===== src/assert_macros.svh =====
// assertion helpers used by the top-level rtl file
// each macro expands to one labeled concurrent assertion on the rising clock edge
`ifndef ASSERT_MACROS_SVH
`define ASSERT_MACROS_SVH

// condition implies consequence in the same cycle, ignored during reset
`define ASSERT_SAME(label, clk, rst, cond, cons) \
   label: assert property (@(posedge clk) disable iff (rst) (cond) |-> (cons)) \
      else $error("assertion failed");

// condition implies consequence in the next cycle, ignored during reset
`define ASSERT_NEXT(label, clk, rst, cond, cons) \
   label: assert property (@(posedge clk) disable iff (rst) (cond) |=> (cons)) \
      else $error("assertion failed");

`endif


===== src/bpt_pkg.sv =====
// shared types, constants and lookup tables for the byte plane tag text encoder
// no dependencies
`default_nettype none

package bpt_pkg;

   localparam int FIFO_DEPTH = 4;

   localparam logic KIND_DATA = 1'b0;
   localparam logic KIND_TAG  = 1'b1;

   localparam int TAG_ENTRIES = 81;
   localparam logic [6:0] TAG_LAST = 7'(TAG_ENTRIES - 1);

   // first character sits in the most significant byte
   localparam logic [8*256-1:0] DATA_STR =
      {"@ABCDEFGHIJKLMNOPQRSTUVWXYZ[2]^/",
       "_!*#$%$'()*+,-./0123456789:;(=)?",
       "@ABCDEFGHIJKLMNOPQRSTUVWXYZ[!]^_",
       "`abcdefghijklmnopqrstuvwxyz{|}~?",
       "`abcdefghijklmnopqrstuvwxyz{|}~.",
       "_!0#$%#'()*+,-./0123456789:;1=3?",
       "@ABCDEFGHIJKLMNOPQRSTUVWXYZ[4]^7",
       "`abcdefghijklmnopqrstuvwxyz{|}~="};

   localparam logic [8*TAG_ENTRIES-1:0] TAG_STR =
      {"`.^,JK|ST", "~@ELMNUVW", ":GHOPQXYZ",
       "'abijkrst", "cdelmnuvw", "fghopqxyz",
       ";129[]FI(", "345{}A)=#", "678BCD*$%"};

   typedef struct packed {
      logic       kind;
      logic [7:0] code;
      logic       last;
   } rsp_entry_type;

   typedef struct packed {
      rsp_entry_type data;
      rsp_entry_type tag;
      logic          close;
   } enc_out_type;

   function automatic logic [7:0] data_char(input logic [7:0] b);
      logic [10:0] base;
      base = {~b, 3'b000};
      return DATA_STR[base +: 8];
   endfunction

   function automatic logic [7:0] tag_char(input logic [6:0] idx);
      logic [6:0]  rev;
      logic [9:0]  base;
      rev  = TAG_LAST - idx;
      base = {rev, 3'b000};
      return TAG_STR[base +: 8];
   endfunction

   // plane 1 for control-like codes and a few punctuation marks, else 0 low half / 2 high half
   function automatic logic [1:0] byte_plane(input logic [7:0] b);
      logic [6:0] low;
      logic       special;
      low = b[6:0];
      special = (low == 7'd34) || (low == 7'd38) || (low == 7'd60) || (low == 7'd62)
             || (low == 7'd92) || (low == 7'd95) || (low == 7'd127);
      if (low < 7'd32 || special) begin
         return 2'd1;
      end
      return b[7] ? 2'd2 : 2'd0;
   endfunction

   function automatic logic [4:0] pos_weight(input logic [1:0] pos);
      logic [4:0] w;
      unique case (pos)
         2'd0: w = 5'd27;
         2'd1: w = 5'd9;
         2'd2: w = 5'd3;
         2'd3: w = 5'd1;
         default: w = 5'd1;
      endcase
      return w;
   endfunction

endpackage

`default_nettype wire


===== src/bpt_encode.sv =====
// per byte encoding: data character, plane weighting and group tag state
// depends on bpt_pkg
`default_nettype none

module bpt_encode (
   input  wire logic                 clock,
   input  wire logic                 reset,
   input  wire logic                 fire,
   input  wire logic [7:0]           byte_value,
   input  wire logic                 end_of_message,
   output bpt_pkg::enc_out_type      enc_out
);
   import bpt_pkg::*;

   logic [1:0] pos_ff, pos_in;
   logic [6:0] acc_ff, acc_in;
   logic [7:0] term;
   logic [7:0] sum;
   logic [6:0] tag_idx;
   logic       close;

   assign term    = 8'(byte_plane(byte_value)) * 8'(pos_weight(pos_ff));
   assign sum     = {1'b0, acc_ff} + term;
   assign close   = end_of_message || (pos_ff == 2'd3);
   assign tag_idx = (sum >= 8'(TAG_ENTRIES)) ? TAG_LAST : sum[6:0];

   always_comb begin
      enc_out.data.kind = KIND_DATA;
      enc_out.data.code = data_char(byte_value);
      enc_out.data.last = !close;
      enc_out.tag.kind  = KIND_TAG;
      enc_out.tag.code  = tag_char(tag_idx);
      enc_out.tag.last  = 1'b1;
      enc_out.close     = close;
   end

   always_comb begin
      pos_in = pos_ff;
      acc_in = acc_ff;
      if (fire) begin
         if (close) begin
            pos_in = 2'd0;
            acc_in = 7'd0;
         end else begin
            pos_in = pos_ff + 2'd1;
            acc_in = sum[6:0];
         end
      end
   end

   always_ff @(posedge clock) begin
      if (reset) begin
         pos_ff <= 2'd0;
         acc_ff <= 7'd0;
      end else begin
         pos_ff <= pos_in;
         acc_ff <= acc_in;
      end
   end

endmodule

`default_nettype wire


===== src/bpt_result_fifo.sv =====
// result queue: takes one or two entries per cycle, hands out one
// depends on bpt_pkg
`default_nettype none

module bpt_result_fifo #(
   parameter int Depth = bpt_pkg::FIFO_DEPTH
) (
   input  wire logic                   clock,
   input  wire logic                   reset,
   input  wire logic                   push_first,
   input  wire logic                   push_second,
   input  wire bpt_pkg::rsp_entry_type first_entry,
   input  wire bpt_pkg::rsp_entry_type second_entry,
   input  wire logic                   pop,
   output bpt_pkg::rsp_entry_type      head,
   output logic                        not_empty,
   output logic                        room_for_two,
   output logic [$clog2(Depth+1)-1:0]  count
);
   import bpt_pkg::*;

   localparam int AddrW  = $clog2(Depth);
   localparam int CountW = $clog2(Depth + 1);
   localparam logic [AddrW-1:0]  LastAddr = AddrW'(Depth - 1);

   rsp_entry_type     entry_ff [Depth];
   logic [AddrW-1:0]  wr_ff, wr_in, rd_ff, rd_in, wr_next;
   logic [CountW-1:0] count_ff, count_in;

   function automatic logic [AddrW-1:0] inc(input logic [AddrW-1:0] a);
      return (a == LastAddr) ? '0 : a + AddrW'(1);
   endfunction

   assign wr_next      = inc(wr_ff);
   assign head         = entry_ff[rd_ff];
   assign not_empty    = (count_ff != '0);
   assign room_for_two = (count_ff <= CountW'(Depth - 2));
   assign count        = count_ff;

   always_comb begin
      wr_in    = wr_ff;
      rd_in    = rd_ff;
      count_in = count_ff;
      if (push_first) begin
         wr_in = push_second ? inc(wr_next) : wr_next;
      end
      if (pop) begin
         rd_in = inc(rd_ff);
      end
      count_in = count_ff + CountW'(push_first) + CountW'(push_first && push_second)
               - CountW'(pop);
   end

   always_ff @(posedge clock) begin
      if (reset) begin
         wr_ff    <= '0;
         rd_ff    <= '0;
         count_ff <= '0;
      end else begin
         wr_ff    <= wr_in;
         rd_ff    <= rd_in;
         count_ff <= count_in;
      end
   end

   always_ff @(posedge clock) begin
      if (push_first) begin
         entry_ff[wr_ff] <= first_entry;
         if (push_second) begin
            entry_ff[wr_next] <= second_entry;
         end
      end
   end

endmodule

`default_nettype wire


===== src/byte_plane_tag_text_encoder.sv =====
// path: a taken byte waits in the input register, then its results enter the result queue
// throughput: one byte per cycle while the small result queue has room for two; a closing
//   byte yields two results, drained one per cycle; closing runs settle at the output rate
// reset: synchronous, active high; clears input valid, group position, tag sum, queue
// depends on bpt_pkg, bpt_encode, bpt_result_fifo and assert_macros.svh
`default_nettype none
`include "assert_macros.svh"

module byte_plane_tag_text_encoder #(
   parameter int FifoDepth = bpt_pkg::FIFO_DEPTH
) (
   input  wire logic       clock,
   input  wire logic       reset,
   input  wire logic       req_tvalid,
   output logic            req_tready,
   input  wire logic [7:0] req_tdata,   // [7:0] byte_value
   input  wire logic       req_tlast,   // end_of_message
   output logic            rsp_tvalid,
   input  wire logic       rsp_tready,
   output logic [7:0]      rsp_tdata,   // [7:0] code
   output logic            rsp_tuser,   // kind
   output logic            rsp_tlast    // last_of_run
);
   import bpt_pkg::*;

   localparam int CountW = $clog2(FifoDepth + 1);

   logic              in_valid_ff, in_valid_in;
   logic [7:0]        in_byte_ff;
   logic              in_last_ff;
   logic              advance;
   logic              room_for_two;
   logic              not_empty;
   logic              pop;
   logic [CountW-1:0] count;
   enc_out_type       enc_out;
   rsp_entry_type     head;

   assign advance     = in_valid_ff && room_for_two;
   assign req_tready  = !in_valid_ff || advance;
   assign in_valid_in = (req_tvalid && req_tready) || (in_valid_ff && !advance);

   always_ff @(posedge clock) begin
      if (reset) begin
         in_valid_ff <= 1'b0;
      end else begin
         in_valid_ff <= in_valid_in;
      end
   end

   always_ff @(posedge clock) begin
      if (req_tvalid && req_tready) begin
         in_byte_ff <= req_tdata;
         in_last_ff <= req_tlast;
      end
   end

   bpt_encode u_encode (
      .clock          (clock),
      .reset          (reset),
      .fire           (advance),
      .byte_value     (in_byte_ff),
      .end_of_message (in_last_ff),
      .enc_out        (enc_out)
   );

   assign pop = not_empty && rsp_tready;

   bpt_result_fifo #(
      .Depth (FifoDepth)
   ) u_fifo (
      .clock        (clock),
      .reset        (reset),
      .push_first   (advance),
      .push_second  (enc_out.close),
      .first_entry  (enc_out.data),
      .second_entry (enc_out.tag),
      .pop          (pop),
      .head         (head),
      .not_empty    (not_empty),
      .room_for_two (room_for_two),
      .count        (count)
   );

   assign rsp_tvalid = not_empty;
   assign rsp_tdata  = head.code;
   assign rsp_tuser  = head.kind;
   assign rsp_tlast  = head.last;

   // queue never overfills
   `ASSERT_SAME(a_fifo_bound, clock, reset, 1'b1, count <= CountW'(FifoDepth))
   // a tag character always closes the run of its byte
   `ASSERT_SAME(a_tag_last, clock, reset, rsp_tvalid && rsp_tuser == KIND_TAG, rsp_tlast)
   // a held byte that cannot move on stays held
   `ASSERT_NEXT(a_hold, clock, reset, in_valid_ff && !advance, in_valid_ff)

endmodule

`default_nettype wire


===== config.mk =====
export PLATFORM = sky130hd
export DESIGN_NAME = byte_plane_tag_text_encoder
export DESIGN_NICKNAME = d
export VERILOG_FILES = /design/src/bpt_pkg.sv /design/src/bpt_encode.sv /design/src/bpt_result_fifo.sv /design/src/byte_plane_tag_text_encoder.sv
export VERILOG_INCLUDE_DIRS = /design/src /design/src/src
export SDC_FILE = /design/constraint.sdc
export NUM_CORES = 1
export LEC_CHECK = 0
export ABC_CLOCK_PERIOD_IN_PS = 7050
export BUFFER_PORTS_ARGS = -buffer_cell sky130_fd_sc_hd__buf_2
export CAP_MARGIN = 20
export CORE_MARGIN = 1
export CORE_UTILIZATION = 55
export CTS_BUF_LIST = sky130_fd_sc_hd__clkbuf_8
export DETAILED_ROUTE_END_ITERATION = 6
export PLACE_DENSITY = 0.72
export SLEW_MARGIN = 20
export SYNTH_ARGS = -nofsm -noshare
export SYNTH_HDL_FRONTEND = slang
export SYNTH_HIERARCHICAL = 1
export SYNTH_SLANG_ARGS = --single-unit

===== constraint.sdc =====
create_clock -name clock -period 7.05 [get_ports clock]
set_clock_uncertainty 0.05 [all_clocks]
set_input_delay 0.3525 -clock clock [delete_from_list [all_inputs] [get_ports clock]]
set_output_delay 0.3525 -clock clock [all_outputs]
set_load 0.01 [all_outputs]

Yosys cells after proc, flatten, opt, wreduce, memory -nomap -nowiden --
Memory sizes are Yosys's and may differ from the RTL's. A register that Yosys moved wholly into a read port is not among the register bits. Index checks and enable logic that the tools add are counted. Widths: inputs -> output; s select.
Word-level totals: flip-flop bits (word level) 26, bits in writable memories 40, input port bits 13, output and inout port bits 12, logic and storage cells 77, memories kept 1
Operators by class: add/subtract/negate cells 9, multiply operators 1, $lt $le $gt $ge 3, eq/ne operators 13, shift operators 2, multiplexer cells 19, bitwise logic cells 1, reduce and logical (&&, ||, !) cells 20
Memory list:
- u_fifo.entry_ff | words 4, width 10, read ports 1, clocked after memory_dff 1, write ports 2, line bpt_result_fifo.sv:26 | rsp_entry_type entry_ff [Depth];
Operators by type and width (count):
- $shiftx 2048x12->8 const A | 1
- $shiftx 648x11->8 const A | 1
- $eq 7x6->1 const B | 4
- $eq 7x7->1 const B | 3
- $mux 2 | 10
- $pmux 5 s4 | 1
- $mux 7 | 2
- $eq 2x2->1 const B | 5
- $logic_or 1x1->1 | 10
- $add 2x1->2 const B | 4
- $add 7x7->8 | 1
- $ge 8x7->1 const B | 1
- $not 8->8 | 1
- $lt 7x6->1 const B | 1
- $mul 2x5->7 | 1
- $sub 7x7->7 const A | 1
- $add 3x1->3 | 2
- $mux 1 | 6
- $logic_and 1x1->1 | 5
- $le 3x2->1 const B | 1
- $logic_not 1->1 | 3
- $reduce_bool 3->1 | 1
- $sub 3x1->3 | 1
- $eq 2x1->1 const B | 1
- $logic_not 2->1 | 1

Depth between registers and ports, before layout --
word-level depth 16, mapped depth 32, gate-level depth less buffers 28

Cells and area by module --
Netlist, hierarchy kept.
Modules (own cells, without submodules):
- bpt_encode | instances 1, cells an instance 456, area each 2989.1 um^2, sequential area each 180.2 um^2
- bpt_result_fifo | instances 1, cells an instance 157, area each 2447.3 um^2, sequential area each 1381.3 um^2
- byte_plane_tag_text_encoder | instances 1, cells an instance 16, area each 339.1 um^2, sequential area each 290.3 um^2

Worst setup path after synthesis --
OpenSTA, ideal clock, no wires.
path kind register -> register, start point register in_byte_ff[0], end point memory u_fifo/entry_ff[0][4] (netlist bit), data pin, library setup time 260 ps, arrival 6034 ps, data required time 6740 ps, setup slack 707 ps, cell stages (with the launch flop) 29, buffers on the path 4, clock period less this slack 6343 ps, path through edfxtp_1 inv_1 ha_1 clkbuf_1 o311a_1 a21oi_1 o21ai_0 nand2_1 nand2_1 o21ai_0 ha_1 ha_1 fa_1 buf_2 or3_4 o22ai_2 o22ai_4 a21o_1 nor2_1 inv_1 ha_1 clkbuf_1 xnor2_1 buf_2 ha_1 o311a_1 a211oi_1 o21ai_1 mux2_2
RTL lines:
- start, declared | line byte_plane_tag_text_encoder.sv:29 | logic [7:0] in_byte_ff;
- start signal, assigned | line byte_plane_tag_text_encoder.sv:53 | in_byte_ff <= req_tdata;
- end, declared | line bpt_result_fifo.sv:26

==> qor.yml <==
layout:
  diodes: 0
  synthToLayoutAreaGrowth_pct: 7.842
  fillers: 868
  multi_input_area_um2: 3633
  drive_gt1_share_pct: 21.46
  seqCellArea_um2: 1852
  fin_nets: 691
pwr:
  irDropWorstVdd_mv: 0.1991
  power_frac_comb_pct: 64.0
  netSwitchingFraction_pct: 47.98
  power_density_nw_per_um2: 388.3
  power_mw: 2.418
  clockPowerShare_pct: 13.9
  leakagePower_nw: 2.365
  seqPwrFrac_pct: 22.1
  power.internal_mw: 1.258
  p_switching_mw: 1.160
run:
  drv_cap: 0
detailed_routing:
  drtIter0Drc: 328
  vias: 4990
  drt-wirelength-per-cell_um: 18.64
  viasPerCell: 6.406
  first_pass_iters: 6
  ant_nets: 0
  remaining_drc_errors: 0
  totalWireLength_um: 14520
place:
  gp_congestion: 0.9516
  portBuffers: 24
  hpwl_um: 10100
die:
  die_h_um: 104.5
  core_um2: 10230
  ios: 25
  die_width_um: 104.5
  rows: 37
  initial_core_util_pct: 56.45
  die_area_um2: 10920
synthesis:
  ys_types: 81
  yosysTopAreaCell: "edfxtp_1"
  synth.most_common_cell: "nand2_1"
  synth-warning-count: 6
  synth_top_area_share_pct: 25.48
  async_flop_share_pct: 0
  syn_area_um2: 5776
  synth_ff_type: "edfxtp_1"
  synthCells: 629
  postSynthRegisterBits: 68
  syn_area_per_cell_um2: 9.182
  synth_common_cells: "nand2_1, edfxtp_1, a21oi_1"
  synth_area_leaders: "edfxtp_1, mux2_2, ha_1"
  seq_area_frac_synth_pct: 32.06
  synth_edf_count: 49
grt:
  grt_pass1_vias: 4813
  antenna_found_initial: 0
  grt_max_degree: 31
  grt_usage_pct: 27.57
  grt_pass1_wl_um: 23920
  grt.overflow.total: 0
worst_setup_path:
  rrSetupSlack_ps: 340
  crit_path_start_kind: "register"
  worstPathRequired_ps: 7210
  r2r_cells: 27
  cp-end-kind: "register"
  critPathArrivalTime_ps: 6870
  cp_max_fo: 22
  r2r_start: "in_byte_ff[1]"
  cpMostUsedCell: "ha_1"
  critical_path.top_delay_family: "compound AO/OA/AOI/OAI gates"
  slowest_stage: "a2111oi_1"
  slowest_delay_ps: 600
  criticalPathCategory: "register to register"
  rr_endpoint: "u_fifo/entry_ff[0][4]"
  timing.critical_path.buf_inv: 5
clock_tree:
  cts_tree: "yes"
  holdBufCountCts: 0
  clk_pin_slew_ps: 80
  cts_made_buffers: 9
  clock_sinks: 68
  ctsRootBufferMaster: "clkbuf_8"
  cts.path.max_buffers: 2
  ctsHtreeMaxLevel: 3
  clk_latency_ps: 350
min_path:
  min_path_type: "input port to register"
  min_to: "in_byte_ff[2]"
  hold-path-cell-count: 1
  min_from: "req_tdata[2]"
timing:
  relSlewSlack_pct: 36.17
  period_share_pct: 95.16
  tightest_slew_ps: 953.9
  hold_violations: 0
  setup_tns_ps: 0
  setup_viol: 0
  slew_viol_final: 0
  fin_crit_ps: 6709
  rsz0062_at_grt: "no"
  max_clock_freq_mhz: 149.1
status:
  status: "finished, final reports clean"
[logic make-up after synthesis]
family,synth area share [%]
buffers and inverters,5.892
other,0.1300
multiplexers,13.30
XOR/XNOR,2.232
adder cells (fa/ha/maj),9.229
AO/OA/AOI/OAI,21.08
AND/OR/NAND/NOR,16.07
flip-flops,32.06
[layout by cell type (no fill, tap or decap), types with 15 or more instances in the layout]
master	instances
nand2_1	54
edfxtp_1	49
a21oi_1	47
nor2_1	46
o21ai_0	45
mux2_2	42
ha_1	37
nand3_1	32
inv_1	25
buf_2	24
buf_4	20
dfxtp_1	19
nand2b_1	15
[flip-flops by register name, indices dropped and copies added (netlist names), named ones only]
signal and flops:
in_last_ff 1, u_encode/acc_ff 7, u_fifo/entry_ff 40, in_valid_ff 1, in_byte_ff 8, u_fifo/rd_ff 2
u_fifo/count 3, u_fifo/wr_ff 2, u_encode/pos_ff 2
[layer usage]
metal	GRT usage, %	up-vias	share of wire, %
met3	3.446	22	6.3
met1	36.68	2407	43
li1	-	2348	-
met5	0	-	0
met2	45.46	213	50
met4	11.02	0	1.4
[power by group through the flow]
stage | clock (mW) | sequential [mW] | combinational [mW]
2_1_floorplan | 0 | 0.518 | 1.11
3_3_place_gp | 0 | 0.541 | 1.44
3_5_place_dp | 0 | 0.543 | 1.47
4_1_cts | 0.345 | 0.535 | 1.48
5_1_grt | 0.361 | 0.541 | 1.69
6_report | 0.336 | 0.534 | 1.55
[through the flow]
stage / hold WS [ps] / instance area [um^2] / util (%) / worst slack [ps] / instances
final: 128.4 / 6228 / 60.88 / 341.3 / 779
after global placement: 413.6 / 5984 / 58.49 / 639.2 / 763
after floorplan: 364.9 / 5787 / - / 706.7 / 632
after global routing: 106.3 / 6228 / 60.88 / 26.07 / 779
after detailed placement: 422.9 / 5984 / 58.49 / 388.9 / 763
after CTS: 104.5 / 6190 / 60.50 / 353.6 / 779
[how the worst max path moves through the flow]
stage / startpoint / endpoint / cells past startpoint
global route: in_byte_ff[1] / u_fifo/entry_ff[0][4] / 27
CTS: in_byte_ff[1] / u_fifo/entry_ff[3][1] / 25
detailed placement: in_byte_ff[1] / u_fifo/entry_ff[3][1] / 25
floorplan: in_byte_ff[0] / u_fifo/entry_ff[0][4] / 28
finish: in_byte_ff[1] / u_fifo/entry_ff[0][4] / 27
global placement: in_byte_ff[0] / u_fifo/entry_ff[0][4] / 27
[timing repair]
| item | 4_1_cts | 5_1_grt |
|---|---|---|
| resized for setup | 0 | 7 |
| setup buffers | 0 | 0 |
| setup endpoints to repair | 0 | 23 |
[area by class of cell]
type	instances	share of cell area, %
sequential	68	29.73
clock buffer	9	1.989
timing repair buffer	44	4.339
inverter	26	1.567
multi-input combinational	489	58.34
clock inverter	7	1.306
tap	136	2.732
Note: power is estimated with default switching activity, not from simulation.
